[src/hdl/mixed_radix_index_converter_unit_macros.svh]
// Assertion macros for the index converter.
`ifndef MIXED_RADIX_INDEX_CONVERTER_UNIT_MACROS_SVH
`define MIXED_RADIX_INDEX_CONVERTER_UNIT_MACROS_SVH

`ifndef SYNTHESIS
// Same-cycle implication, checked at every rising clock edge outside reset.
`define MRIC_ASSERT_NOW(label, ante, cons) \
  label: assert property (@(posedge clk_i) disable iff (!rst_ni) (ante) |-> (cons)) \
    else $error("mric assertion failed");
// Next-cycle implication.
`define MRIC_ASSERT_NEXT(label, ante, cons) \
  label: assert property (@(posedge clk_i) disable iff (!rst_ni) (ante) |=> (cons)) \
    else $error("mric assertion failed");
`else
`define MRIC_ASSERT_NOW(label, ante, cons)
`define MRIC_ASSERT_NEXT(label, ante, cons)
`endif

`endif

[src/hdl/mric_pkg.sv]
package mric_pkg;

  localparam int MaxDims  = 4;
  localparam int IdxW     = 10;
  localparam int FlatW    = 40;
  localparam int SizeW    = 11;
  localparam int NumDimsW = 3;
  localparam int CfgIdxW  = 3;
  localparam int HalfW    = FlatW / 2;
  localparam int ProdW    = HalfW + SizeW;

  localparam logic [FlatW-1:0] FlatMax = {FlatW{1'b1}};
  localparam logic [FlatW-1:0] IdxMax  = FlatW'({IdxW{1'b1}});

  // Configuration register indexes.
  localparam logic [CfgIdxW-1:0] CfgNumDims = 3'd0;
  localparam logic [CfgIdxW-1:0] CfgSize0   = 3'd1;
  localparam logic [CfgIdxW-1:0] CfgSize1   = 3'd2;
  localparam logic [CfgIdxW-1:0] CfgSize2   = 3'd3;
  localparam logic [CfgIdxW-1:0] CfgSize3   = 3'd4;

  // Operation codes.
  localparam logic OpFlatten = 1'b0;
  localparam logic OpSplit   = 1'b1;

  // Effective configuration seen by every cell.
  typedef struct packed {
    logic [NumDimsW-1:0]            n;
    logic [MaxDims-1:0][SizeW-1:0]  s;
  } cfg_t;

  // Item state handed from cell to cell.
  typedef struct packed {
    logic                          op;
    logic                          flag;
    logic [MaxDims-1:0][IdxW-1:0]  idx;
    logic [FlatW-1:0]              work;
    logic [SizeW-1:0]              rem;
    logic [ProdW-1:0]              plo;
    logic [ProdW-1:0]              phi;
  } pl_t;

  // Clamp a value to the largest index.
  function automatic logic [IdxW-1:0] sat_idx(input logic [FlatW-1:0] v);
    return (v > IdxMax) ? IdxMax[IdxW-1:0] : v[IdxW-1:0];
  endfunction

endpackage

[src/hdl/mric_add_cell.sv]
module mric_add_cell #(
  parameter int DIM = 1
) (
  input  logic           clk_i,
  input  logic           en_i,
  input  mric_pkg::cfg_t cfg_i,
  input  mric_pkg::pl_t  pl_i,
  output mric_pkg::pl_t  pl_o
);
  import mric_pkg::*;

  localparam int SumW = FlatW + SizeW + 1;

  pl_t pl_d, pl_q;

  // Join the partial products, add the next index and saturate.
  always_comb begin
    logic [SumW-1:0] sum;
    logic            active;
    pl_d   = pl_i;
    active = (pl_i.op == OpFlatten) && (NumDimsW'(DIM) < cfg_i.n);
    sum    = SumW'({pl_i.phi, {HalfW{1'b0}}}) + SumW'(pl_i.plo) + SumW'(pl_i.idx[DIM-1]);
    if (active) begin
      if (sum > SumW'(FlatMax)) begin
        pl_d.work = FlatMax;
        pl_d.flag = 1'b1;
      end else begin
        pl_d.work = sum[FlatW-1:0];
      end
    end
  end

  always_ff @(posedge clk_i) begin
    if (en_i) begin
      pl_q <= pl_d;
    end
  end

  assign pl_o = pl_q;
endmodule

[config.mk]
export PLATFORM = sky130hd
export DESIGN_NAME = mric_add_cell
export DESIGN_NICKNAME = d
export VERILOG_FILES = /design/src/hdl/mixed_radix_index_converter_unit_macros.svh /design/src/hdl/mric_pkg.sv /design/src/hdl/mric_add_cell.sv
export SDC_FILE = /design/constraint.sdc
export NUM_CORES = 1
export LEC_CHECK = 0
export BUFFER_PORTS_ARGS = -buffer_cell sky130_fd_sc_hd__buf_2
export CORE_MARGIN = 1
export CORE_UTILIZATION = 30
export DETAILED_ROUTE_END_ITERATION = 16
export PLACE_DENSITY = 0.62
export SLEW_MARGIN = 15
export SYNTH_ARGS = -nofsm -noshare
export SYNTH_HDL_FRONTEND = slang
export SYNTH_SLANG_ARGS = --single-unit
[constraint.sdc]
create_clock -name clk_i -period 3.44 [get_ports clk_i]
set_input_delay 0.172 -clock clk_i [delete_from_list [all_inputs] [get_ports clk_i]]
set_output_delay 0.172 -clock clk_i [all_outputs]
set_load 0.01 [all_outputs]
## Word-level counts from Yosys, hierarchy flattened

Index checks and enable logic that the tools add are counted.

- Bits in registers: 155
- Input port bits: 204
- Logic and storage cells: 20
- Output and inout port bits: 155

- Reductions and logical operators: 1
- Add/subtract/negate cells: 2
- Order comparisons: 2
- Muxes and demuxes: 4
- Bitwise gates (word level): 1

Operators with widths:

| operator | number |
|---|---|
| 2-to-1 mux 40 bit | 2 |
| adder 51 x 31 -> 52 bit | 1 |
| adder 52 x 10 -> 52 bit | 1 |
| greater-than comparator 52 x 40 -> 1 bit (second input constant) | 1 |
| < comparator 1 x 3 -> 1 bit (first input constant) | 1 |
| 2-to-1 mux 1 bit | 2 |
| logical AND 1 bit | 1 |
| inverter 1 bit | 1 |

## Longest topological paths before layout

- Depth after elaboration: 5
- Gate-level depth with buffers: 13
- Mapped depth without buffers: 12

## Least setup slack after synthesis

No wires, ideal clock.

- Kind: input port to flip-flop
- Start point: input port pl_i[31] in the netlist's numbering
- End point: register pl_q, in the netlist pl_o[111] (data pin)
- Buffers on the path: 1
- Setup time: 274 ps
- Required time: 3,166 ps
- Data arrival time: 2,691 ps
- Setup slack: 476 ps
- Stages: 13
- Cells stage by stage: ha_1 inv_1 fa_1 nor2b_1 o211ai_1 a21o_1 nand2_1 a32oi_1 and2_4 a2111o_1 nor4_4 buf_6 a31oi_1

RTL lines:

| what | line | source |
|---|---|---|
| start, declared | mric_add_cell.sv:7 | `input mric_pkg::pl_t pl_i,` |
| end signal, assigned | mric_add_cell.sv:35 | `pl_q <= pl_d;` |
| end, declared | mric_add_cell.sv:14 | `pl_t pl_d, pl_q;` |

==> metrics.txt <==
status=complete, no violations; CTS Buffer Depth=2; CP startpoint=pl_i[8]; Slowest-stage cell, CP=dlygate4sd3_1; Synth warnings=0; initial antenna violation count=1; hold-critical path depth=3; area leader, netlist=edfxtp_1; Hold Slack=~0.019 ns; hpwl dp=around 15 mm; fmax=0.307 GHz; critical path class=in2reg; worst slew pin tran=~0.77 ns; Seq pwr share=0.457; I/O pin cnt=359; WL per Instance=between 15 and 20 µm; synth unique cells=just under 50; largest net degree at the start of global routing=between 70 and 80; Final Setup Violations=0; TritonCTS Sinks=around 160; crit-path max FO=23; Post-Route Setup TNS=0 ns; Int Power=~3.6 mW; Register Area=approximately 0.0047 mm²; initial core utilization=0.307; crit-path most repeated cell=buf_4; max-cap violations=0; leakage power=around 4.4 nW; Root Driver=clkbuf_16; hold path startpoint=pl_i[153]; Setup crit start kind=input pin; Clk pwr share=0.379; Mapped Area=between 0.006 and 0.007 mm²; height of the die=between 150 and 200 µm; final instance area=0.0106 mm²; Worst EP required=between 3 and 4 ns; post-synthesis net count=between 700 and 800; Antenna Nets Post-Route=0; Area Overhead vs Synth=52.9%; Die ar.=between 0.02 and 0.025 mm²; Comb pwr share=0.164; global-route wire length before repair=31.8 mm; Syn Area/Cell=around 13 µm²; routed vias/inst=4.66; final core occ=0.469; DRC=0; core area=between 0.02 and 0.025 mm²; H-tree levels=4; max_slew headroom=0.488; Post-synth top cells=155 x edfxtp_1, 73 x nor2_1, 46 x a31oi_1; dpl cell area=0.00896 mm²; CTS Buf Count=17; sequential fraction of the synthesis area=0.671; main flop type after synthesis=edfxtp_1; Cell Chain, Critical Path=dlygate4sd3_1 -> buf_2 -> ha_1 -> buf_4 -> nand4_1 -> nor2_1 -> nand2_1 -> o211ai_1 -> buf_4 -> o221a_2 -> a21o_1 -> o211ai_1 -> nor4_4 -> buf_4 -> buf_12 -> a31oi_1; area of the multi-input gates=between 0.002 and 0.0025 mm²; total routed wirelength=approximately 21 mm; number of synthesized register bits=between 150 and 200; final slew viol count=0; switch share=0.270; fin crit share=0.947; First DRT Iteration DRCs=295; Gate Count Post-Synth=around 520; PwrDens=~470 mW/mm²; top post-synthesis cells by area=edfxtp_1 67%, a31oi_1 4.1%, nor2_1 3.9%, ha_1 3.8%, xor2_1 2.6%; CP endpoint kind=flop; net switching power=around 1.3 mW; GPL Wtd Cong=around 0.82; clock-pin transition on the worst setup and hold timing paths=0.07 ns; total number of vias=between 5000 and 6000; vias in the first global route=around 6000; chip width=roughly 150 µm; number of synthesized flops with an enable pin=about 160; nets=roughly 1200; Data arrival, critical path=about 3.4 ns; number of flip-flops under the largest register name=155; count leader, synth=edfxtp_1; Tot GR Track Use=0.176; total grt overflow=0; I/O Buffers=around 310; DR pass1 iterations=5; number of core rows=between 50 and 60; share of the synthesized area in the top cell type=0.671; layout cells sized above 1=0.389; ys async rst share=0; Period minus WS final=3.26 ns; ANT cells=0; CTS tree=done; Peak VDD IR=between 200 and 300 µV; fill cell count=approximately 2000; Worst Hold End=pl_o[153]$_DFFE_PP_; hold crit path type=in2reg; Final Hold Viols=0; slowest stage delay, CP=between 0.5 and 0.6 ns
[worst max-delay path: cells and delay by family]
kind            cells  cell delay [ns]
buf+inv             6             1.39
compound gates      5             0.77
simple gates        4             0.71
fa+ha+maj           1             0.32
[cell usage in the layout, fill, tap and decap left out, drive strengths merged, types with 7 or more instances in the layout]
cell	instances
a31oi	46
and3	7
clkbuf	17
o21ai	13
inv	19
buf	334
nand2	33
a21oi	23
ha	21
nor3	12
xnor2	18
xor2	21
edfxtp	155
a21o	11
nor2	73
nand3	18
nand4	7
dlygate4sd3	102
[worst max-delay path by stage]
| stage | slack, ns | depth (start not counted) | endpoint |
|---|---|---|---|
| CTS | 0.01 | 14 | pl_o[74]$_DFFE_PP_ |
| detailed placement | -0.09 | 14 | pl_o[74]$_DFFE_PP_ |
| global route | -0.01 | 16 | pl_o[101]$_DFFE_PP_ |
| finish | 0.18 | 16 | pl_o[90]$_DFFE_PP_ |
| floorplan | 0.48 | 13 | pl_o[111]$_DFFE_PP_ |
| global placement | 0.005 | 14 | pl_o[75]$_DFFE_PP_ |
[per-layer routing]
metal / track usage / wire, µm / part of all wire
met1: 0.210 / 8960 / 0.42
met2: 0.310 / 10600 / 0.50
met4: 0.0605 / 403 / 0.019
met5: 0 / 0 / 0
met3: 0.0417 / 1330 / 0.062
[cell families (layout without fill, tap and decap cells)]
group                      count (synthesis)  after routing  synth area share
adders and majority gates                 22             22            0.0407
DFF                                      155            155             0.671
muxes                                      4              4           0.00595
buffers and inverters                     25            478            0.0182
xor gates and xnor gates                  39             39            0.0492
and+or+nand+nor                          167            167             0.113
AOI/OAI and AO/OA                        112            112             0.103
[what timing repair did]
action,4_1_cts,5_1_grt
hold endpoints to repair,102,0
gates resized for setup,0,9
hold buffers,102,0
buffers inserted,0,2
setup endpoints to repair,0,41
[power groups by stage]
stage	Clock [mW]	Combinational (mW)	Sequential, mW
final	1.89	0.822	2.28
after global routing	2.00	0.895	2.30
after CTS	1.94	0.822	2.28
after detailed placement	0	0.730	2.32
after global placement	0	0.724	2.32
after floorplan	0	0.241	2.41
[stage by stage]
stage | power [mW] | instances | setup slack, ns
after floorplan | 2.66 | 524 | 0.476
after global placement | 3.05 | 1125 | 0.00518
after detailed placement | 3.05 | 1125 | -0.0943
after CTS | 5.05 | 1259 | 0.0144
after global routing | 5.20 | 1262 | -0.0104
final | 5.00 | 1262 | 0.183
[area by class of cell]
cell class | count | share of cell area
repair buffers | 436 | 0.263
inverters | 10 | 0.00354
multi-input cells | 344 | 0.207
well taps | 285 | 0.0336
clock buffers | 17 | 0.0401
clock inverters | 15 | 0.0144
flip-flops and latches | 155 | 0.439
No activity file was read; power rests on OpenSTA's default activity.
