[config.mk]
export PLATFORM = sky130hd
export DESIGN_NAME = mric_mul_cell
export DESIGN_NICKNAME = d
export VERILOG_FILES = /design/src/hdl/mixed_radix_index_converter_unit_macros.svh /design/src/hdl/mric_pkg.sv /design/src/hdl/mric_mul_cell.sv
export SDC_FILE = /design/constraint.sdc
export NUM_CORES = 1
export LEC_CHECK = 0
export ABC_AREA = 1
export CORE_MARGIN = 2
export CORE_UTILIZATION = 40
export DETAILED_ROUTE_END_ITERATION = 10
export DONT_BUFFER_PORTS = 1
export GPL_ROUTABILITY_DRIVEN = 0
export PLACE_DENSITY = 0.54
export SYNTH_ARGS = -nofsm -noshare
export SYNTH_HDL_FRONTEND = slang
export SYNTH_SLANG_ARGS = --single-unit
[constraint.sdc]
create_clock -name clk_i -period 7.8 [get_ports clk_i]
set_input_delay 0.39 -clock clk_i [delete_from_list [all_inputs] [get_ports clk_i]]
set_output_delay 0.39 -clock clk_i [all_outputs]
set_load 0.03 [all_outputs]
[src/hdl/mixed_radix_index_converter_unit_macros.svh]
// Assertion macros for the index converter.
`ifndef MIXED_RADIX_INDEX_CONVERTER_UNIT_MACROS_SVH
`define MIXED_RADIX_INDEX_CONVERTER_UNIT_MACROS_SVH

`ifndef SYNTHESIS
// Same-cycle implication, checked at every rising clock edge outside reset.
`define MRIC_ASSERT_NOW(label, ante, cons) \
  label: assert property (@(posedge clk_i) disable iff (!rst_ni) (ante) |-> (cons)) \
    else $error("mric assertion failed");
// Next-cycle implication.
`define MRIC_ASSERT_NEXT(label, ante, cons) \
  label: assert property (@(posedge clk_i) disable iff (!rst_ni) (ante) |=> (cons)) \
    else $error("mric assertion failed");
`else
`define MRIC_ASSERT_NOW(label, ante, cons)
`define MRIC_ASSERT_NEXT(label, ante, cons)
`endif

`endif

[src/hdl/mric_pkg.sv]
package mric_pkg;

  localparam int MaxDims  = 4;
  localparam int IdxW     = 10;
  localparam int FlatW    = 40;
  localparam int SizeW    = 11;
  localparam int NumDimsW = 3;
  localparam int CfgIdxW  = 3;
  localparam int HalfW    = FlatW / 2;
  localparam int ProdW    = HalfW + SizeW;

  localparam logic [FlatW-1:0] FlatMax = {FlatW{1'b1}};
  localparam logic [FlatW-1:0] IdxMax  = FlatW'({IdxW{1'b1}});

  // Configuration register indexes.
  localparam logic [CfgIdxW-1:0] CfgNumDims = 3'd0;
  localparam logic [CfgIdxW-1:0] CfgSize0   = 3'd1;
  localparam logic [CfgIdxW-1:0] CfgSize1   = 3'd2;
  localparam logic [CfgIdxW-1:0] CfgSize2   = 3'd3;
  localparam logic [CfgIdxW-1:0] CfgSize3   = 3'd4;

  // Operation codes.
  localparam logic OpFlatten = 1'b0;
  localparam logic OpSplit   = 1'b1;

  // Effective configuration seen by every cell.
  typedef struct packed {
    logic [NumDimsW-1:0]            n;
    logic [MaxDims-1:0][SizeW-1:0]  s;
  } cfg_t;

  // Item state handed from cell to cell.
  typedef struct packed {
    logic                          op;
    logic                          flag;
    logic [MaxDims-1:0][IdxW-1:0]  idx;
    logic [FlatW-1:0]              work;
    logic [SizeW-1:0]              rem;
    logic [ProdW-1:0]              plo;
    logic [ProdW-1:0]              phi;
  } pl_t;

  // Clamp a value to the largest index.
  function automatic logic [IdxW-1:0] sat_idx(input logic [FlatW-1:0] v);
    return (v > IdxMax) ? IdxMax[IdxW-1:0] : v[IdxW-1:0];
  endfunction

endpackage

[src/hdl/mric_mul_cell.sv]
module mric_mul_cell #(
  parameter int DIM = 1
) (
  input  logic           clk_i,
  input  logic           en_i,
  input  mric_pkg::cfg_t cfg_i,
  input  mric_pkg::pl_t  pl_i,
  output mric_pkg::pl_t  pl_o
);
  import mric_pkg::*;

  pl_t pl_d, pl_q;

  // Both halves of the accumulator times the size of the next faster dimension.
  always_comb begin
    pl_d     = pl_i;
    pl_d.plo = ProdW'(pl_i.work[HalfW-1:0]) * ProdW'(cfg_i.s[DIM-1]);
    pl_d.phi = ProdW'(pl_i.work[FlatW-1:HalfW]) * ProdW'(cfg_i.s[DIM-1]);
  end

  always_ff @(posedge clk_i) begin
    if (en_i) begin
      pl_q <= pl_d;
    end
  end

  assign pl_o = pl_q;
endmodule

* Word-level counts from Yosys, hierarchy flattened
Cells that the tools add are included.
** Storage, ports and cells
- Register bits after elaboration :: 155
- Output and inout port bits :: 155
- Word-level logic and storage cells :: 12
** Cells by class
- $mul :: 2
** Operator list (number)
- multiplier 20 x 11 -> 31 bit :: 2

* Longest topological paths before layout
Gate-level depths: netlist of run 1.
- Word-level depth :: 1
- Depth in mapped cells :: 23
- Depth with buffers taken out :: 22

* Worst setup path after synthesis of run 1
OpenSTA, ideal clock, no wires.
- Path type :: input -> register
- Start :: input port pl_i[92] (netlist bit)
- End :: register pl_q (netlist bit pl_o[61]) (data pin)
- Arrival time :: 4419 ps
- Data required time :: 7548 ps
- Path slack :: 3129 ps
- Stages :: 21
- Path through :: clkbuf_1 > nand2_1 > fa_1 > inv_1 > fa_1 > inv_1 > fa_1 > inv_1 > fa_1 > inv_1 > fa_1 > inv_1 > ha_1 > nand2_1 > inv_1 > a21oi_1 > nand2_1 > a21oi_1 > nand2_1 > nand2_1 > nand2_1
** RTL lines
- start, declared :: line mric_mul_cell.sv:7 : input mric_pkg::pl_t pl_i,
- end signal, assigned :: line mric_mul_cell.sv:23 : pl_q <= pl_d;
- end, declared :: line mric_mul_cell.sv:12 : pl_t pl_d, pl_q;

==> results of run 1 <==
==> where the power goes <==
part,switching [mW],internal [mW],total (mW)
Clock,0.429,0.436,0.866
Sequential,0.449,1.42,1.87
Combinational,4.49,2.55,7.04
Total,5.36,4.42,9.78
==> path summary, 6_finish.rpt <==
check	start	to	cells after the start
setup / recovery	cfg_i[5]	pl_o[59]	21
hold / removal	pl_i[73]	pl_o[31]	2
==> synth_stat cells (all sizes together) <==
cell type / instances / area share [%]
nand2: 812 / 15
inv: 646 / 12
fa: 322 / 32
edfxtp: 155 / 23
ha: 138 / 8.6
clkbuf: 84 / 1.6
nor2: 72 / 1.7
nand3: 61 / 1.7
a21oi: 36 / 0.94
xor2: 22 / 0.96
nand4: 12 / 0.37
xnor2: 9 / 0.39
nand3b: 4 / 0.29
a21o: 3 / 0.11
o21bai: 3 / 0.11
nor3: 2 / 0.075
o21ai: 2 / 0.050
and3: 1 / 0.031
o22ai: 1 / 0.031
==> logic make-up after synthesis <==
kind of cell               count (synthesis)
AOI/OAI and AO/OA                         45
xor gates and xnor gates                  31
adders and majority gates                460
buffers and inverters                    730
DFF                                      155
and+or+nand+nor                          964
==> per-stage QoR <==
stage,power [mW],util (%),cells
floorplan,7.319,-,2385
global placement,8.913,41.79,2965
finish,9.780,45.05,3095
CTS,9.921,45.05,3094
global route,10.93,45.05,3094
detailed placement,8.938,41.79,2965
==> layer usage <==
metal	global-route usage (%)	vias up	share of wire, %
met5	0	-	0
met4	4.831	0	1.3
met3	4.683	38	6.9
met2	35.07	386	48
met1	26.67	7180	44
li1	-	6975	-
==> layout make-up <==
type                       instances  area (µm²)  area share, %
antenna                            1       2.502        0.01130
clock buffer                      17       425.4          1.921
clock inverter                    15       196.4         0.8871
inverter                         646        2425          10.95
multi-input combinational       1500       12630          57.03
sequential                       155        4654          21.02
tap                              664       830.8          3.752
timing repair buffer              97       980.9          4.430
==> impl_metrics.env, run 1 <==
export IMPL_critPathSlowestCell="fa_1"
export IMPL_die_height_um=227.7
export IMPL_hold_path_class="in -> reg"
export IMPL_drive_gt1_share_pct=3.457
export IMPL_avgViaCountPerCell=4.711
export IMPL_numPortBuffers=0
export IMPL_dpl_instance_area_mm2=0.02054
export IMPL_root_buffer="clkbuf_16"
export IMPL_ir_drop_mv=0.2654
export IMPL_initial_core_util_pct=40.74
export IMPL_status="completed"
export IMPL_setup_slack_ns=3.493
export IMPL_crit_path_cell_trace="nand2_1, inv_1, fa_1, inv_1, fa_1, inv_1, fa_1, fa_1, inv_1, fa_1, inv_1, ha_1, nand2_2, inv_1, nand2_1, nand2_1, nand3b_2, nand2_1, nand2_1, nand2_1, nand2_1"
export IMPL_synth_compound_area_share_pct=1.243
export IMPL_die_area_mm2=0.05187
export IMPL_drt_iter0_markers=802
export IMPL_synth_top_family_by_area="adder cells"
export IMPL_largest_reg_flops=155
export IMPL_cpLargestDelayFamily="adder cells"
export IMPL_syn_inst=2385
export IMPL_power_density_mw_per_mm2=441.6
export IMPL_max_freq_mhz=232.2
export IMPL_synth_mux_area_share_pct=0
export IMPL_grt_total_usage_pct=20.59
export IMPL_grt_pass1_vias=15630
export IMPL_cts_hold_buffers=97
export IMPL_vias=14580
export IMPL_core_area_mm2=0.04915
export IMPL_synth_xor_area_share_pct=1.356
export IMPL_finalMaxSlewViolations=0
export IMPL_syn_cell_area_mm2=0.02002
export IMPL_die_w_um=227.7
export IMPL_cts_buffer_depth=2
export IMPL_htreeDepth=4
export IMPL_synth_distinct_cells=28
export IMPL_grt_max_degree=124
export IMPL_rsz0062_at_grt="false"
export IMPL_antenna_found_initial=0
export IMPL_wl_per_cell_um=16.28
export IMPL_mostFrequentLayoutCells="nand2_1, inv_1, fa_1"
export IMPL_slowest_delay_ns=0.55
export IMPL_clk_pin_slew_ns=0.07
export IMPL_cts_resized=0
export IMPL_rows=81
export IMPL_finalInstanceArea_mm2=0.02215
export IMPL_fillCellCount=4786
export IMPL_layout_commonest_cell="nand2_1"
export IMPL_crit_top_cell="nand2_1"
export IMPL_period_minus_slack_ns=4.307
export IMPL_fin_crit_sh_pct=55.21
export IMPL_dr_pass1_iters=6
export IMPL_place_hpwl_mm=37.32
export IMPL_crit_path_end_kind="register"
export IMPL_finalSetupViolCount=0
export IMPL_hold_ws_ns=0.08581
export IMPL_postSynthNetCount=3049
export IMPL_worstPathArrival_ns=4.54
export IMPL_grt_pass1_wl_mm=83.93
export IMPL_setup_worst_path_class="in -> reg"
export IMPL_synthAdderAreaFrac_pct=40.81
export IMPL_ant_nets=0
export IMPL_relSlewSlack_pct=54.71
export IMPL_pre_cts_slack_ns=2.973
export IMPL_cts_tree="done"
export IMPL_timing_final_hold_violations=0
export IMPL_ys_seq_area_share_pct=23.24
export IMPL_syn_area_per_cell_um2=8.396
export IMPL_p_leak_nw=12.07
export IMPL_path_buf_inv=6
export IMPL_setup_tns_ns=0
export IMPL_drc=0
export IMPL_ys_ff_latch=155
export IMPL_grt_ovfl_total=0
export IMPL_cts_buffers=17
export IMPL_required_ns=8.04
export IMPL_cap_violations=0
export IMPL_yosys_area_share_simple_pct=19.66
export IMPL_io_pins=359
export IMPL_crit_path_start_kind="input port"
export IMPL_totalWireLength_mm=50.39
export IMPL_worst_pin_slew_ns=0.6771
export IMPL_post_cts_buffers=0
export IMPL_cts_sinks=155
export IMPL_crit_path_max_fanout=40
export IMPL_area_delta_synth_final_pct=10.59
export IMPL_synth_warnings=0
export IMPL_nets=3081
Note: power is estimated with default switching activity, not from simulation.
==> run 2: changes to the inputs <==
- clock period: 7.8 -> 4.01 ns (I/O delays scaled with it)
==> run 2 against run 1 <==
Compared with the run above: non-clock buffer count rose by 78; setup slack got worse by 3.4 ns; critical path depth fell by 2; sequential share of layout area fell by 1.1 points; global-route usage rose by 0.87 points; wire length rose by 4.8%; utilization rose by 2.5 points; hold slack got worse by 0.013 ns; cell count rose by 2.5%; via count rose by 3.1%.
==> impl_metrics.env, run 2 (synthesized netlist as in run 1, its figures left out) <==
export IMPL_worst_pin_slew_ns=0.8456
export IMPL_die_w_um=227.7
export IMPL_antenna_cells=0
export IMPL_grt_total_usage_pct=21.46
export IMPL_io_pins=359
export IMPL_wl_per_cell_um=16.65
export IMPL_largest_reg_flops=155
export IMPL_grt_ovfl_total=0
export IMPL_hold_path_class="in -> reg"
export IMPL_grt_pass1_vias=16040
export IMPL_numPortBuffers=0
export IMPL_hold_ws_ns=0.07266
export IMPL_avgViaCountPerCell=4.738
export IMPL_crit_path_max_fanout=40
export IMPL_cts_sinks=155
export IMPL_dpl_instance_area_mm2=0.02178
export IMPL_cap_violations=0
export IMPL_nets=3159
export IMPL_mostFrequentLayoutCells="nand2_1, inv_1, fa_1"
export IMPL_worstPathArrival_ns=4.15
export IMPL_relSlewSlack_pct=43.62
export IMPL_cts_buffers=17
export IMPL_area_delta_synth_final_pct=16.80
export IMPL_status="completed"
export IMPL_setup_slack_ns=0.1207
export IMPL_crit_path_end_kind="register"
export IMPL_fin_crit_sh_pct=96.99
export IMPL_initial_core_util_pct=40.74
export IMPL_cts_tree="done"
export IMPL_vias=15030
export IMPL_finalSetupViolCount=0
export IMPL_period_minus_slack_ns=3.889
export IMPL_grt_max_degree=156
export IMPL_endpoint="pl_o[28]"
export IMPL_clk_pin_slew_ns=0.08
export IMPL_finalMaxSlewViolations=0
export IMPL_die_area_mm2=0.05187
export IMPL_rows=81
export IMPL_totalWireLength_mm=52.80
export IMPL_crit_path_start="cfg_i[2]"
export IMPL_rsz0062_at_grt="false"
export IMPL_drt_iter0_markers=863
export IMPL_dr_pass1_iters=5
export IMPL_fillCellCount=4741
export IMPL_cts_buffer_depth=2
export IMPL_fin_util_pct=47.58
export IMPL_required_ns=4.27
export IMPL_htreeDepth=4
export IMPL_pre_cts_slack_ns=-0.3389
export IMPL_die_height_um=227.7
export IMPL_place_hpwl_mm=41.15
export IMPL_root_buffer="clkbuf_16"
export IMPL_grt_pass1_wl_mm=86.31
export IMPL_drive_gt1_share_pct=11.16
export IMPL_antenna_found_initial=0
export IMPL_crit_path_start_kind="input port"
export IMPL_core_area_mm2=0.04915
export IMPL_layout_commonest_cell="nand2_1"
export IMPL_finalInstanceArea_mm2=0.02339
export IMPL_setup_worst_path_class="in -> reg"
export IMPL_post_cts_buffers=0
export IMPL_max_freq_mhz=257.1
export IMPL_timing_final_hold_violations=0
export IMPL_ant_nets=0
export IMPL_drc=0
==> run 2: cell type report <==
type,count,area [µm²],share of cell area [%]
flip-flops and latches,155,4654,19.90
multi-input cells,1500,13300,56.86
well taps,664,830.8,3.552
clock inverters,15,182.7,0.7811
repair buffers,175,1572,6.719
inverters,646,2425,10.37
clock buffers,17,425.4,1.819
==> run 2: what timing repair did <==
action,CTS,global route
gates resized for setup,0,8
endpoints found under the hold margin,252,0
hold buffers,96,0
setup endpoints to repair,0,3
==> run 2: metal layers <==
metal	part of all wire [%]	GRT usage, %	up-vias
met1	43	27.81	7458
met2	50	36.94	399
li1	-	-	7130
met4	1.5	5.263	0
met3	5.4	4.196	41
met5	0	0	-
==> run 2: worst min path at each step <==
stage | endpoint | slack [ns] | from | depth (start not counted)
after detailed placement | pl_o[70] | 0.30 | pl_i[70] | 0
after global routing | pl_o[32] | 0.05 | cfg_i[1] | 3
after global placement | pl_o[70] | 0.30 | pl_i[70] | 0
after CTS | pl_o[32] | 0.0003 | cfg_i[1] | 3
after floorplan | pl_o[100] | 0.30 | pl_i[100] | 0
final | pl_o[32] | 0.07 | cfg_i[1] | 3
==> run 2: stage by stage <==
stage | setup TNS (ns) | std cells
finish | 0 | 3172
global route | 0 | 3172
CTS | 0 | 3172
detailed placement | -9.895 | 3044
global placement | -9.573 | 3044
floorplan | -3.720 | 2385
==> run 2: worst max-delay path, cell delays in order <==
cell and delay, ns:
nand2_4 0.05, fa_1 0.53, inv_1 0.05, fa_1 0.49
inv_1 0.06, fa_1 0.53, inv_1 0.05, fa_1 0.48
inv_1 0.05, fa_1 0.48, inv_2 0.04, ha_4 0.30
nand2_4 0.09, nor2_4 0.15, nand2_2 0.11, nor2_1 0.12
nand2_1 0.13, nand3_1 0.11, nand2_1 0.06
Power of run 2 is not shown: default switching activity piles up to over one toggle a cycle in this logic, so the estimate is an artifact.
==> run 3: changes to the inputs <==
- PLACE_DENSITY: 0.54 -> 0.52
==> run 3 against run 2 <==
Compared with the run above: utilization increased by 0.11 points; flip-flop and latch count unchanged; non-clock buffer count increased by 7; fmax decreased by 0.11%; wire length increased by 0.57%; global-route usage about the same; cell area increased by 0.24%; cell count increased by 0.22%; hold slack got worse by 0.0094 ns; die area unchanged; setup slack got worse by 0.0045 ns; sequential share of layout area about the same.
==> impl_metrics.env, run 3 (synthesized netlist as in run 1, its figures left out) <==
export IMPL_layout_commonest_cell="nand2_1"
export IMPL_worst_pin_slew_ns=0.8786
export IMPL_numPortBuffers=0
export IMPL_finalSetupViolCount=0
export IMPL_drc=0
export IMPL_die_w_um=227.7
export IMPL_cts_tree="done"
export IMPL_dr_wl_met3_mm=2.266
export IMPL_nets=3166
export IMPL_mostFrequentLayoutCells="nand2_1, inv_1, fa_1"
export IMPL_antenna_found_initial=1
export IMPL_antenna_cells=0
export IMPL_root_buffer="clkbuf_16"
export IMPL_period_minus_slack_ns=3.894
export IMPL_core_area_mm2=0.04915
export IMPL_cts_buffers=17
export IMPL_rows=81
export IMPL_cap_violations=0
export IMPL_crit_path_end_kind="register"
export IMPL_grt_max_degree=156
export IMPL_dr_pass1_iters=5
export IMPL_wl_per_cell_um=16.70
export IMPL_die_area_mm2=0.05187
export IMPL_hold_path_class="in -> reg"
export IMPL_timing_final_hold_violations=0
export IMPL_drt_met1_wl_mm=23.17
export IMPL_grt_total_usage_pct=21.49
export IMPL_status="completed"
export IMPL_crit_path_start_kind="input port"
export IMPL_grt_ovfl_total=0
export IMPL_required_ns=4.27
export IMPL_worstPathArrival_ns=4.16
export IMPL_regArea_mm2=0.004654
export IMPL_finalMaxSlewViolations=0
export IMPL_avgViaCountPerCell=4.715
export IMPL_fillCellCount=4727
export IMPL_crit_path_max_fanout=40
export IMPL_wl_met2_mm=26.50
export IMPL_relSlewSlack_pct=41.43
export IMPL_rsz0062_at_grt="true"
export IMPL_ant_nets=0
export IMPL_drive_gt1_share_pct=11.37
export IMPL_hold_ws_ns=0.06323
export IMPL_top_layer_used="met4"
export IMPL_place_hpwl_mm=40.80
export IMPL_fin_crit_sh_pct=97.10
export IMPL_grt_pass1_wl_mm=86.75
export IMPL_initial_core_util_pct=40.74
export IMPL_largest_reg_flops=155
export IMPL_io_pins=359
export IMPL_vias=14990
export IMPL_area_delta_synth_final_pct=17.08
export IMPL_drt_iter0_markers=721
export IMPL_setup_worst_path_class="in -> reg"
export IMPL_die_height_um=227.7
export IMPL_grt_pass1_vias=16190
export IMPL_htreeDepth=4
export IMPL_totalWireLength_mm=53.10
export IMPL_clk_pin_slew_ns=0.08
export IMPL_max_freq_mhz=256.8
export IMPL_multi_input_area_mm2=0.01330
export IMPL_cts_buffer_depth=2
export IMPL_cts_sinks=155
## run 3: cell type report
| cell class | count | area share [%] |
|---|---|---|
| inverters | 646 | 10.34 |
| flip-flops and latches | 155 | 19.85 |
| multi-input cells | 1500 | 56.74 |
| well taps | 664 | 3.544 |
| clock buffers | 17 | 1.815 |
| repair buffers | 182 | 6.981 |
| clock inverters | 15 | 0.7205 |
## run 3: worst max-delay path: stages
cell,delay [ns]
nand2_1,0.07
inv_1,0.05
fa_1,0.50
fa_1,0.55
inv_1,0.05
fa_1,0.48
inv_1,0.05
fa_1,0.49
inv_1,0.05
fa_1,0.36
inv_1,0.07
ha_1,0.26
nand2_1,0.12
buf_4,0.16
nor2_4,0.14
nand2_1,0.12
nor2_1,0.11
nand2_1,0.11
nand3_1,0.10
nand2_1,0.06
## run 3: through the flow
stage	setup TNS [ns]	instance area, µm²	setup WS (ns)	util, %	std cells
after floorplan	-3.720	21290	-0.1928	-	2385
after global placement	-9.181	21850	-0.3629	44.44	3051
after detailed placement	-9.779	21850	-0.3560	44.44	3051
after CTS	0	23420	0.2000	47.64	3179
after global routing	-0.04759	23440	-0.03570	47.70	3179
final	0	23440	0.1162	47.70	3179
## run 3: path summary, 6_finish.rpt
check,from,endpoint,slack [ns],depth (start not counted)
max,cfg_i[5],pl_o[28],0.12,20
min,cfg_i[1],pl_o[32],0.06,3
## run 3: timing repair
action / in CTS / in global routing
gates resized for setup: 0 / 8
hold buffers: 96 / 0
endpoints found under the hold margin: 252 / 0
setup buffers: 0 / 0
endpoints found under the setup margin: 0 / 5
## run 3: routing by layer
layer | up-vias | track usage (%)
met5 | - | 0
met1 | 7448 | 27.32
met2 | 329 | 37.18
met3 | 67 | 3.746
li1 | 7144 | -
met4 | 0 | 6.949
Power of run 3 is left out for the same reason.
