$ cat src/hdl/mixed_radix_index_converter_unit_macros.svh
// Assertion macros for the index converter.
`ifndef MIXED_RADIX_INDEX_CONVERTER_UNIT_MACROS_SVH
`define MIXED_RADIX_INDEX_CONVERTER_UNIT_MACROS_SVH

`ifndef SYNTHESIS
// Same-cycle implication, checked at every rising clock edge outside reset.
`define MRIC_ASSERT_NOW(label, ante, cons) \
  label: assert property (@(posedge clk_i) disable iff (!rst_ni) (ante) |-> (cons)) \
    else $error("mric assertion failed");
// Next-cycle implication.
`define MRIC_ASSERT_NEXT(label, ante, cons) \
  label: assert property (@(posedge clk_i) disable iff (!rst_ni) (ante) |=> (cons)) \
    else $error("mric assertion failed");
`else
`define MRIC_ASSERT_NOW(label, ante, cons)
`define MRIC_ASSERT_NEXT(label, ante, cons)
`endif

`endif

$ cat src/hdl/mric_pkg.sv
package mric_pkg;

  localparam int MaxDims  = 4;
  localparam int IdxW     = 10;
  localparam int FlatW    = 40;
  localparam int SizeW    = 11;
  localparam int NumDimsW = 3;
  localparam int CfgIdxW  = 3;
  localparam int HalfW    = FlatW / 2;
  localparam int ProdW    = HalfW + SizeW;

  localparam logic [FlatW-1:0] FlatMax = {FlatW{1'b1}};
  localparam logic [FlatW-1:0] IdxMax  = FlatW'({IdxW{1'b1}});

  // Configuration register indexes.
  localparam logic [CfgIdxW-1:0] CfgNumDims = 3'd0;
  localparam logic [CfgIdxW-1:0] CfgSize0   = 3'd1;
  localparam logic [CfgIdxW-1:0] CfgSize1   = 3'd2;
  localparam logic [CfgIdxW-1:0] CfgSize2   = 3'd3;
  localparam logic [CfgIdxW-1:0] CfgSize3   = 3'd4;

  // Operation codes.
  localparam logic OpFlatten = 1'b0;
  localparam logic OpSplit   = 1'b1;

  // Effective configuration seen by every cell.
  typedef struct packed {
    logic [NumDimsW-1:0]            n;
    logic [MaxDims-1:0][SizeW-1:0]  s;
  } cfg_t;

  // Item state handed from cell to cell.
  typedef struct packed {
    logic                          op;
    logic                          flag;
    logic [MaxDims-1:0][IdxW-1:0]  idx;
    logic [FlatW-1:0]              work;
    logic [SizeW-1:0]              rem;
    logic [ProdW-1:0]              plo;
    logic [ProdW-1:0]              phi;
  } pl_t;

  // Clamp a value to the largest index.
  function automatic logic [IdxW-1:0] sat_idx(input logic [FlatW-1:0] v);
    return (v > IdxMax) ? IdxMax[IdxW-1:0] : v[IdxW-1:0];
  endfunction

endpackage

$ cat src/hdl/mric_div_cell.sv
module mric_div_cell #(
  parameter int DIM   = 0,
  parameter bit FIRST = 1'b0,
  parameter bit LAST  = 1'b0
) (
  input  logic           clk_i,
  input  logic           en_i,
  input  mric_pkg::cfg_t cfg_i,
  input  mric_pkg::pl_t  pl_i,
  output mric_pkg::pl_t  pl_o
);
  import mric_pkg::*;

  pl_t pl_d, pl_q;

  // One restoring division step: quotient bits shift in where dividend bits leave.
  always_comb begin
    logic               active;
    logic [SizeW-1:0]   rin;
    logic [SizeW:0]     t;
    logic               ge;
    logic [SizeW:0]     rnew;
    pl_d   = pl_i;
    active = (pl_i.op == OpSplit) &&
             ((NumDimsW'(DIM + 1) < cfg_i.n) || ((DIM == 0) && (cfg_i.n == NumDimsW'(1))));
    rin    = FIRST ? '0 : pl_i.rem;
    t      = {rin, pl_i.work[FlatW-1]};
    ge     = (t >= {1'b0, cfg_i.s[DIM]});
    rnew   = ge ? (t - {1'b0, cfg_i.s[DIM]}) : t;
    if (active) begin
      pl_d.work = {pl_i.work[FlatW-2:0], ge};
      pl_d.rem  = rnew[SizeW-1:0];
      if (LAST) begin
        pl_d.idx[DIM] = sat_idx(FlatW'(rnew));
        if (FlatW'(rnew) > IdxMax) begin
          pl_d.flag = 1'b1;
        end
      end
    end
  end

  always_ff @(posedge clk_i) begin
    if (en_i) begin
      pl_q <= pl_d;
    end
  end

  assign pl_o = pl_q;
endmodule
$ cat config.mk
export PLATFORM = sky130hd
export DESIGN_NAME = mric_div_cell
export DESIGN_NICKNAME = d
export VERILOG_FILES = /design/src/hdl/mixed_radix_index_converter_unit_macros.svh /design/src/hdl/mric_pkg.sv /design/src/hdl/mric_div_cell.sv
export SDC_FILE = /design/constraint.sdc
export NUM_CORES = 1
export LEC_CHECK = 0
export ABC_AREA = 1
export BUFFER_PORTS_ARGS = -buffer_cell sky130_fd_sc_hd__buf_2
export CAP_MARGIN = 20
export CELL_PAD_IN_SITES_DETAIL_PLACEMENT = 1
export CELL_PAD_IN_SITES_GLOBAL_PLACEMENT = 2
export CORE_MARGIN = 1.5
export CORE_UTILIZATION = 28
export CTS_CLUSTER_DIAMETER = 80
export DETAILED_ROUTE_END_ITERATION = 8
export GPL_TIMING_DRIVEN = 0
export PLACE_DENSITY = 0.95
export REMOVE_ABC_BUFFERS = 1
export SLEW_MARGIN = 15
export SYNTH_ARGS = -nofsm -noshare
export SYNTH_HDL_FRONTEND = slang
export SYNTH_SLANG_ARGS = --single-unit
$ cat constraint.sdc
create_clock -name clk_i -period 4.5 [get_ports clk_i]
set_clock_uncertainty 0.05 [all_clocks]
set_input_delay 0.675 -clock clk_i [delete_from_list [all_inputs] [get_ports clk_i]]
set_output_delay 0.675 -clock clk_i [all_outputs]
set_load 0.1 [all_outputs]
**Word level (Yosys, flattened, before mapping)**

Index checks and enable logic that the tools add are counted.

- $add $sub $neg: 1
- Order comparisons: 2
- Eq/ne operators: 1
- Mux-type cells: 2
- Reductions and logical operators: 2

Operators by type and width:

| operator | number |
|---|---|
| 2-to-1 mux 51 bit | 1 |
| greater-or-equal comparator 12 x 11 -> 1 bit | 1 |
| 2-to-1 mux 11 bit | 1 |
| subtractor 11 bit | 1 |
| equality test 3 x 1 -> 1 bit, second input constant | 1 |
| < comparator 1 x 3 -> 1 bit, first input constant | 1 |
| logical AND 1 bit | 1 |
| logical OR 1 bit | 1 |

- Bits in registers: 155
- Input port bits: 204
- Output and inout port bits: 155
- Logic and storage cells: 18

**Logic depth before layout (Yosys ltp)**

Gate-level depths: netlist of run 1.

- Word-level depth: 4
- Depth in mapped cells: 12
- Mapped depth without buffers: 12

**Worst setup path before layout of run 1**

No wires, ideal clock.

- Kind: in2reg
- Start point: input port pl_i[112] in the netlist's numbering
- End point: register pl_q, in the netlist pl_o[64] (data pin)
- Setup time: 253 ps
- Arrival time: 2,045 ps
- Required time: 4,197 ps
- Slack: 2,152 ps
- Stages: 12
- Buffers on the path: 1
- Path through: inv_1 ha_1 fa_1 inv_1 nand3_1 nand3_2 nand2_2 nand4_2 buf_6 nand2_1 nand3_1 nand2_1

RTL lines:

| what | RTL line | text |
|---|---|---|
| start, declared | mric_div_cell.sv:9 | `input mric_pkg::pl_t pl_i,` |
| end signal, assigned | mric_div_cell.sv:44 | `pl_q <= pl_d;` |
| end, declared | mric_div_cell.sv:14 | `pl_t pl_d, pl_q;` |

==> qor.txt, run 1 <==
Ports - 359
drt first pass iters - 4
die area - 23020 um^2
Setup-failing EPs final - 0
share of layout cells above drive strength 1 - 0.4550
hold_buf cts - 0
Avg Inst Size Synth - 12.80 um^2
clk root buf - clkbuf_16
main combinational cell family by area after synthesis - simple AND/OR/NAND/NOR gates
number of buffers created by CTS - 17
Max Transition Viols Final - 0
WP buf/inv - 3
simple-gate share of the synthesized area - 0.1703
Relative slew margins - 0.3955
Critical Path RT - 4590 ps
Post-layout nets - 1036
RePlAce Congestion - 0.7615
dpl hpwl - 16.08 mm
gr usage total - 0.1726
register area share after synthesis - 0.7515
Worst Path Arrival - 2650 ps
initial antenna violation count - 5
number of I/O port buffers - 325
Vias/cell - 4.384
Final Hold Vio Count - 0
starting density of the core - 0.2847
Distinct cells, synth - 25
H-tree depth - 4
pin count of the biggest net entering global routing - 111
number of global-route vias before repair - 4900
CP peak stage delay - 380 ps
Core ar. - 21760 um^2
CTS sink cnt - 155
critical path's slowest cell - nand4_2
initial DRC count - 267
post-synthesis adder-cell area fraction - 0.02545
Crit Path Max Fanout - 12
placed cell count - 1081
PostCTS Resize Cnt - 0
detailed-route wire length per cell - 18.49 um
post-synthesis cell count - 484
CTS tree - built
Critical Path, Cell by Cell - buf_2 -> inv_1 -> ha_1 -> fa_1 -> inv_1 -> nand3_1 -> nand3_2 -> nand2_2 -> nand4_2 -> nor2_1 -> a21oi_1
fin crit share - 0.5683
DRC - 0
Finished Layout Cells - 1116
Die W - 151.7 um
grt ovf - 0
storage element area - 4654 um^2
mux cell area share after synthesis - 0
Syn-to-layout area delta - 41.96%
number of flip-flops in the largest register - 155
Crit Path Category - input port to flip-flop
FILL cells - 2459
synthesis-stage register bit count - 155
outcome - complete, no violations
yosys warns - 0
height of the die - 151.7 um
Worst VDD drop - 0.0002071 V
Critical Path Sink Type - flip-flop
post-synthesis compound-gate area fraction - 0.01071
postcts setup bufs - 0
area of the mapped netlist - 6193 um^2
leakage - 4.118 nW
num rows - 54
Post-Route WL - 20.63 mm
area of the multi-input gates - 1305 um^2
clk buf depth - 2
Via Count - 4892
Pwr Density - 514.9 nW/um^2
max-cap violations - 0
fmax - 0.3910 GHz
Synth Area in XOR/XNOR - 0.004242
RSZ-0062 raised after global routing - false
CP startpoint kind - input port
Min-Delay Path Class - input port to flip-flop
Worst-Margin Slew - 906.7 ps
cell family with most CP delay - simple AND/OR/NAND/NOR gates
Final ANT Viol Nets - 0
cell mode on critical path - inv_1
clk slew on worst S/H paths - 80 ps
hold slack final - 382.1 ps
crit path time final - 2557 ps
first-pass GRT wire length - 28.97 mm
layer usage:
metal | global-route usage | share of wire
met3 | 0.05509 | 0.088
met5 | 0 | 0.0019
met2 | 0.3061 | 0.52
met4 | 0.06683 | 0.024
met1 | 0.1913 | 0.37
worst paths after layout:
check | from | end | slack, ps | depth (start not counted)
max | pl_i[112] | pl_o[73] | 1940 | 11
min | pl_i[45] | pl_o[45] | 380 | 1
layout by cell type, fill, tap and decap left out, drive strengths merged, types with 2 or more instances in the layout:
| cell type | n |
|---|---|
| o21ai | 3 |
| edfxtp | 155 |
| nand3 | 28 |
| ha | 11 |
| clkinvlp | 2 |
| nand4 | 12 |
| clkbuf | 17 |
| clkinv | 5 |
| diode | 3 |
| a21oi | 6 |
| inv | 55 |
| nor2 | 13 |
| xor2 | 3 |
| nand2 | 189 |
| buf | 329 |
cell type report:
| cell class | instances | area share |
|---|---|---|
| Multi-Input combinational cell | 270 | 0.1484 |
| Timing Repair Buffer | 329 | 0.1935 |
| Sequential cell | 155 | 0.5294 |
| Inverter | 47 | 0.02007 |
| Clock inverter | 15 | 0.01950 |
| Tap cell | 280 | 0.03985 |
| Clock buffer | 17 | 0.04838 |
| Antenna cell | 3 | 0.0008538 |
cells in the mapped netlist:
cell,count,share of area
inv_2,3,0.0018
nand3_2,3,0.0048
nand3b_1,1,0.0012
inv_1,44,0.027
and2_1,1,0.0010
nor2_1,9,0.0055
nand4_1,11,0.011
nor2_2,3,0.0030
ha_1,11,0.022
fa_1,1,0.0032
nand2_1,184,0.11
a21oi_1,6,0.0048
nand2_2,5,0.0051
o21ai_0,3,0.0024
xor2_1,3,0.0042
nand3_1,24,0.019
nor2_4,1,0.0018
nand4_2,1,0.0020
or2_0,1,0.0010
buf_6,1,0.0018
clkbuf_1,7,0.0042
o31ai_4,1,0.0034
nand3_4,1,0.0028
edfxtp_1,155,0.75
buf_2,4,0.0032
stage by stage:
| stage | instance area (um^2) | util | total power [mW] | TNS, ps | setup slack, ps |
|---|---|---|---|---|---|
| after floorplan | 6136 | - | 2.833 | 0 | 1510 |
| after global routing | 8785 | 0.4038 | 4.695 | 0 | 1788 |
| final | 8792 | 0.4041 | 4.528 | 0 | 1943 |
| after CTS | 8785 | 0.4038 | 4.589 | 0 | 1907 |
| after global placement | 8113 | 0.3729 | 3.109 | -51.84 | -23.28 |
| after detailed placement | 8188 | 0.3764 | 3.136 | 0 | 1456 |
kinds of logic (layout without fill, tap and decap cells):
logic type	after synthesis	in the layout
and+or+nand+nor	245	245
xor gates and xnor gates	3	3
DFF	155	155
adders and majority gates	12	12
buffers and inverters	59	408
AOI/OAI and AO/OA	10	10
other	0	3
power by group:
| part | switching, mW | internal [mW] | leakage (nW) |
|---|---|---|---|
| combinational | 1.13 | 0.196 | 2.32 |
| clock | 0.684 | 0.750 | 0.285 |
| sequential | 0.0309 | 1.73 | 1.52 |
(Power assumes the default switching activity.)
==> run 2, diff against run 1 <==
--- a/config.mk
+++ b/config.mk
@@ -11,11 +11,11 @@
 export CELL_PAD_IN_SITES_DETAIL_PLACEMENT = 1
 export CELL_PAD_IN_SITES_GLOBAL_PLACEMENT = 2
 export CORE_MARGIN = 1.5
-export CORE_UTILIZATION = 28
+export CORE_UTILIZATION = 26
 export CTS_CLUSTER_DIAMETER = 80
 export DETAILED_ROUTE_END_ITERATION = 8
 export GPL_TIMING_DRIVEN = 0
-export PLACE_DENSITY = 0.95
+export PLACE_DENSITY = 0.92
 export REMOVE_ABC_BUFFERS = 1
 export SLEW_MARGIN = 15
 export SYNTH_ARGS = -nofsm -noshare
==> constraint.sdc (replaced) <==
create_clock -name clk_i -period 2.6 [get_ports clk_i]
set_clock_uncertainty 0.05 [all_clocks]
set_input_delay 0.39 -clock clk_i [delete_from_list [all_inputs] [get_ports clk_i]]
set_output_delay 0.39 -clock clk_i [all_outputs]
set_load 0.1 [all_outputs]
==> run 2 against run 1 <==
Compared with the run above: via count up 0.29%; flip-flop and latch count unchanged; final cell count grew 3.5%; first-iteration DRC count increased by 3.7%; non-clock buffer count stayed put; sequential share of layout area shrank 0.38 points; worst hold slack worse by 290 ps; global-route usage shrank 0.75 points; critical path depth unchanged; sequential power rose by 73%; combinational power is 74% higher; critical path type unchanged; critical endpoint unchanged; largest power group unchanged.
==> qor.txt, run 2 (synthesis results as in run 1) <==
number of I/O port buffers - 325 (unchanged)
commonest non-fill, non-tap cell in the layout - buf_2 (unchanged)
Via Count - 4906 (was 4892)
Core ar. - 23400 um^2 (was 21760 um^2)
postcts setup bufs - 0 (unchanged)
cell area after layout - 8856 um^2 (was 8792 um^2)
fmax - 0.4367 GHz
Post-Route WL - 20.97 mm (was 20.63 mm)
starting density of the core - 0.2646 (was 0.2847)
Critical Path Sink Type - flip-flop (unchanged)
H-tree depth - 4 (unchanged)
Ports - 359 (unchanged)
Max Transition Viols Final - 0 (unchanged)
most frequent cells in the layout - buf_2, nand2_1, edfxtp_1 (unchanged)
CTS tree - built (unchanged)
WP buf/inv - 3 (unchanged)
Final ANT Viol Nets - 0 (unchanged)
num rows - 56 (was 54)
Die W - 157.3 um (was 151.7 um)
crit path to - pl_o[73] (unchanged)
detailed-route wire length per cell - 18.15 um (was 18.49 um)
crit path time final - 2290 ps
CP peak stage delay - 400 ps (was 380 ps)
Worst-Margin Slew - 896.3 ps (was 906.7 ps)
RSZ-0062 raised after global routing - false (unchanged)
initial DRC count - 277 (was 267)
Critical Path, Cell by Cell - buf_2 -> inv_1 -> ha_1 -> fa_1 -> inv_1 -> nand3_1 -> nand3_2 -> nand2_2 -> nand4_2 -> nor2_1 -> a21oi_1 (unchanged)
gr usage total - 0.1650 (was 0.1726)
PostCTS Resize Cnt - 0 (unchanged)
Min-Delay Path Class - input port to flip-flop (unchanged)
clk buf depth - 2 (unchanged)
number of flip-flops in the largest register - 155 (unchanged)
DRC - 0 (unchanged)
RePlAce Congestion - 0.7762 (was 0.7615)
Vias/cell - 4.248 (was 4.384)
critical path's slowest cell - nor2_1 (was nand4_2)
Post-layout nets - 1036 (unchanged)
die area - 24760 um^2 (was 23020 um^2)
Worst Path Arrival - 2380 ps (was 2650 ps)
WP depth - 11 (unchanged)
max-cap violations - 0 (unchanged)
pin count of the biggest net entering global routing - 111 (unchanged)
number of buffers created by CTS - 17 (unchanged)
Setup-failing EPs final - 0 (unchanged)
Crit Path Max Fanout - 12 (unchanged)
Pwr Density - 884.4 nW/um^2 (was 514.9 nW/um^2)
number of global-route vias before repair - 5019 (was 4900)
Syn-to-layout area delta - 42.99% (was 41.96%)
outcome - complete, no violations (unchanged)
Crit Path Category - input port to flip-flop (unchanged)
CTS sink cnt - 155 (unchanged)
Worst VDD drop - 0.0003811 V (was 0.0002071 V)
CP startpoint kind - input port (unchanged)
dpl hpwl - 16.33 mm (was 16.08 mm)
Critical Path RT - 2690 ps (was 4590 ps)
clk slew on worst S/H paths - 80 ps (about the same)
share of layout cells above drive strength 1 - 0.4550 (unchanged)
leakage - 4.127 nW (was 4.118 nW)
fin crit share - 0.8807
clk root buf - clkbuf_16 (unchanged)
met2 GRT Util - 0.3031 (was 0.3061)
hold_buf cts - 0 (unchanged)
grt ovf - 0 (unchanged)
Critical path origin - pl_i[112] (unchanged)
GRT busiest layer - met2 (unchanged)
met1 Usage GRT - 0.1747 (was 0.1913)
height of the die - 157.3 um (was 151.7 um)
Final Hold Vio Count - 0 (unchanged)
cell mode on critical path - inv_1 (unchanged)
Relative slew margins - 0.4016 (was 0.3955)
drt first pass iters - 4 (unchanged)
total power - 7.832 mW (was 4.528 mW)
Placed Area - 8253 um^2 (was 8188 um^2)
first-pass GRT wire length - 29.87 mm (was 28.97 mm)
cell family with most CP delay - simple AND/OR/NAND/NOR gates (unchanged)
initial antenna violation count - 2 (was 5)
met3 GRT Util - 0.05094 (was 0.05509)
## run 2: changes by cell type in the layout (fill, tap and decap cells not counted), sizes merged
cell / before / now
clkinv: 5 / 6
clkinvlp: 2 / 1
## run 2: power by group
| group | total, mW | internal (mW) | switching [mW] | leakage, nW |
|---|---|---|---|---|
| Clock | 2.47 | 1.30 | 1.18 | 0.288 |
| Sequential | 3.05 | 3.00 | 0.0543 | 1.52 |
| Combinational | 2.31 | 0.343 | 1.96 | 2.32 |
## run 2: worst min-delay path by stage
stage / startpoint / endpoint / slack (ps) / cells past startpoint
floorplan: pl_i[0] / pl_o[0] / 440 / 0
global placement: pl_i[6] / pl_o[6] / 520 / 1
detailed placement: pl_i[33] / pl_o[33] / 520 / 1
CTS: pl_i[128] / pl_o[128] / 70 / 1
global route: pl_i[61] / pl_o[61] / 60 / 1
finish: pl_i[61] / pl_o[61] / 90 / 1
## run 2: stage by stage
stage | util | hold slack, ps | setup TNS, ps | setup slack (ps) | std cells
floorplan | - | 438.9 | -427.2 | -105.3 | 472
global placement | 0.3487 | 516.8 | -207130 | -1689 | 1116
detailed placement | 0.3527 | 518.3 | -492.8 | -140.0 | 1120
CTS | 0.3781 | 69.36 | 0 | 313.4 | 1152
global route | 0.3781 | 64.24 | 0 | 103.8 | 1152
finish | 0.3784 | 93.64 | 0 | 310.1 | 1155
## run 2: area by class of cell
cell class | instances | area [um^2]
fill | 2693 | 14550
timing repair buffer | 329 | 1718
inverter | 47 | 176.4
clock buffer | 17 | 425.4
antenna | 3 | 7.507
clock inverter | 15 | 170.2
multi-input combinational | 270 | 1305
tap | 319 | 399.1
sequential | 155 | 4654
## run 2: metal layers
| layer | vias up | wire length, um |
|---|---|---|
| li1 | 2330 | - |
| met2 | 193 | 11190 |
| met5 | - | 13 |
| met4 | 2 | 610 |
| met3 | 29 | 1679 |
| met1 | 2352 | 7471 |
==> run 3, diff against run 2 <==
--- a/config.mk
+++ b/config.mk
@@ -16,7 +16,6 @@
 export DETAILED_ROUTE_END_ITERATION = 8
 export GPL_TIMING_DRIVEN = 0
 export PLACE_DENSITY = 0.92
-export REMOVE_ABC_BUFFERS = 1
 export SLEW_MARGIN = 15
 export SYNTH_ARGS = -nofsm -noshare
 export SYNTH_HDL_FRONTEND = slang
==> run 3 against run 2 <==
Compared with the run above: flip-flop and latch count unchanged; worst hold slack worse by 6.8 ps; via count up 0.43%; count of clock-buffer cells in the layout up 1; wire length up 0.28%; critical path type unchanged; largest power group unchanged.
==> qor.txt, run 3 (synthesis results as in run 1) <==
outcome - complete, no violations (unchanged)
number of global-route vias before repair - 5022 (was 5019)
gr usage total - 0.1674 (was 0.1650)
dpl hpwl - 16.78 mm (was 16.33 mm)
CP peak stage delay - 420 ps (was 400 ps)
CTS tree - built (unchanged)
CP startpoint kind - input port (unchanged)
WP depth - 13 (was 11)
RePlAce Congestion - 0.7995 (was 0.7762)
Critical Path, Cell by Cell - buf_2 -> inv_1 -> ha_1 -> fa_1 -> inv_1 -> nand3_1 -> nand3_2 -> nand2_2 -> nand4_2 -> buf_6 -> nand2_1 -> nand3_1 -> nand2_1 (was buf_2 -> inv_1 -> ha_1 -> fa_1 -> inv_1 -> nand3_1 -> nand3_2 -> nand2_2 -> nand4_2 -> nor2_1 -> a21oi_1)
Final Hold Vio Count - 0 (unchanged)
cell family with most CP delay - simple AND/OR/NAND/NOR gates (unchanged)
Net Switching - 3.092 mW (was 3.194 mW)
clk slew on worst S/H paths - 70 ps (was 80 ps)
critical path's slowest cell - fa_1 (was nor2_1)
first-pass GRT wire length - 29.86 mm (was 29.87 mm)
number of I/O port buffers - 325 (unchanged)
Core Util, Final - 0.3792 (was 0.3784)
Post-layout nets - 1045 (was 1036)
internal power - 4.797 mW (was 4.638 mW)
drt first pass iters - 5 (was 4)
Relative slew margins - 0.6217 (was 0.4016)
pin count of the biggest net entering global routing - 95 (was 111)
WHS Path Cells - 1 (unchanged)
Critical Path RT - 2730 ps (was 2690 ps)
Sw Ratio - 0.3920 (was 0.4079)
hold_buf cts - 0 (unchanged)
Post-Route WL - 21.03 mm (was 20.97 mm)
crit path time final - 2083 ps (was 2290 ps)
number of buffers created by CTS - 17 (unchanged)
Final ANT Viol Nets - 0 (unchanged)
crit path to - pl_o[62] (was pl_o[73])
Min-Delay Path Class - input port to flip-flop (unchanged)
initial antenna violation count - 9 (was 2)
Critical Path Sink Type - flip-flop (unchanged)
Via Count - 4927 (was 4906)
DRC - 0 (unchanged)
max-cap violations - 0 (unchanged)
area of the multi-input gates - 1305 um^2 (unchanged)
number of flip-flops in the largest register - 155 (unchanged)
starting density of the core - 0.2646 (unchanged)
clock network power share - 0.320 (was 0.316)
WP buf/inv - 4 (was 3)
Reg power frac - 0.387 (was 0.390)
height of the die - 157.3 um (unchanged)
Pwr Density - 888.9 nW/um^2 (was 884.4 nW/um^2)
Comb pwr share - 0.293 (was 0.294)
share of layout cells above drive strength 1 - 0.4513 (was 0.4550)
Crit Path Category - input port to flip-flop (unchanged)
CTS sink cnt - 155 (unchanged)
Critical path origin - pl_i[112] (unchanged)
Vias/cell - 4.222 (was 4.248)
fin crit share - 0.8010 (was 0.8807)
Ports - 359 (unchanged)
PostCTS Resize Cnt - 0 (unchanged)
Worst Path Arrival - 2210 ps (was 2380 ps)
Setup-failing EPs final - 0 (unchanged)
initial DRC count - 255 (was 277)
Die W - 157.3 um (unchanged)
Max Transition Viols Final - 0 (unchanged)
postcts setup bufs - 0 (unchanged)
Synth Net Count - 700
Syn-to-layout area delta - 43.29% (was 42.99%)
fmax - 0.4801 GHz (was 0.4367 GHz)
most frequent cells in the layout - buf_2, nand2_1, edfxtp_1 (unchanged)
Core ar. - 23400 um^2 (unchanged)
DP Worst Slack - 75.08 ps (was -140.0 ps)
Setup Total Neg Slack - 0 ps (unchanged)
clk root buf - clkbuf_16 (unchanged)
commonest non-fill, non-tap cell in the layout - buf_2 (unchanged)
leakage - 4.138 nW (was 4.127 nW)
storage element area - 4654 um^2 (unchanged)
final setup margin - 517.3 ps (was 310.1 ps)
num rows - 56 (unchanged)
detailed-route wire length per cell - 18.02 um (was 18.15 um)
Crit Path Max Fanout - 10 (was 12)
FILL cells - 2722 (was 2693)
die area - 24760 um^2 (unchanged)
grt ovf - 0 (unchanged)
H-tree depth - 4 (unchanged)
Worst VDD drop - 0.0004128 V (was 0.0003811 V)
RSZ-0062 raised after global routing - false (unchanged)
total power - 7.889 mW (was 7.832 mW)
clk buf depth - 2 (unchanged)
Worst-Margin Slew - 567.5 ps (was 896.3 ps)
## run 3: cell types whose count changed in the layout (fill, tap and decap cells not counted), sizes merged
cell	previous run	this run
clkbuf	17	25
clkinv	6	3
diode	3	6
buf	329	331
bufinv	0	2
## run 3: cell type report
class                      instances  share of cell area
inverter                          47             0.01988
timing repair buffer             326              0.1875
tap                              319             0.04497
clock inverter                    14             0.01960
buffer                            12            0.006485
clock buffer                      18             0.04836
sequential                       155              0.5245
multi-input combinational        270              0.1470
antenna                            6            0.001692
## run 3: per-stage QoR
| stage | hold WS [ps] | std cells | cell area, um^2 |
|---|---|---|---|
| 5_1_grt | 57.20 | 1165 | 8870 |
| 3_5_place_dp | 518.3 | 1129 | 8257 |
| 6_report | 86.83 | 1167 | 8875 |
| 3_3_place_gp | 517.1 | 1128 | 8219 |
| 2_1_floorplan | 438.9 | 484 | 6193 |
| 4_1_cts | 63.63 | 1161 | 8860 |
## run 3: how the worst min path moves through the flow
stage                         start         to  slack, ps
after global routing      pl_i[146]  pl_o[146]         60
after global placement     pl_i[44]   pl_o[44]        520
after detailed placement  pl_i[120]  pl_o[120]        520
after floorplan             pl_i[0]    pl_o[0]        440
final                     pl_i[146]  pl_o[146]         90
after CTS                 pl_i[146]  pl_o[146]         60
## run 3: power groups by stage
stage	clock (mW)	sequential, mW	combinational [mW]
4_1_cts	2.61	3.05	2.33
5_1_grt	2.69	3.07	2.40
6_report	2.52	3.05	2.31
3_3_place_gp	0	3.10	2.30
2_1_floorplan	0	4.66	0.249
3_5_place_dp	0	3.11	2.33
## run 3: metal layers
| layer | part of all wire | wire length (um) | up-vias | track usage |
|---|---|---|---|---|
| met5 | 0.0024 | 50 | - | 0 |
| met4 | 0.031 | 651 | 6 | 0.07682 |
| met3 | 0.084 | 1775 | 35 | 0.06663 |
| met2 | 0.54 | 11270 | 194 | 0.3119 |
| met1 | 0.35 | 7282 | 2337 | 0.1603 |
| li1 | - | - | 2355 | - |
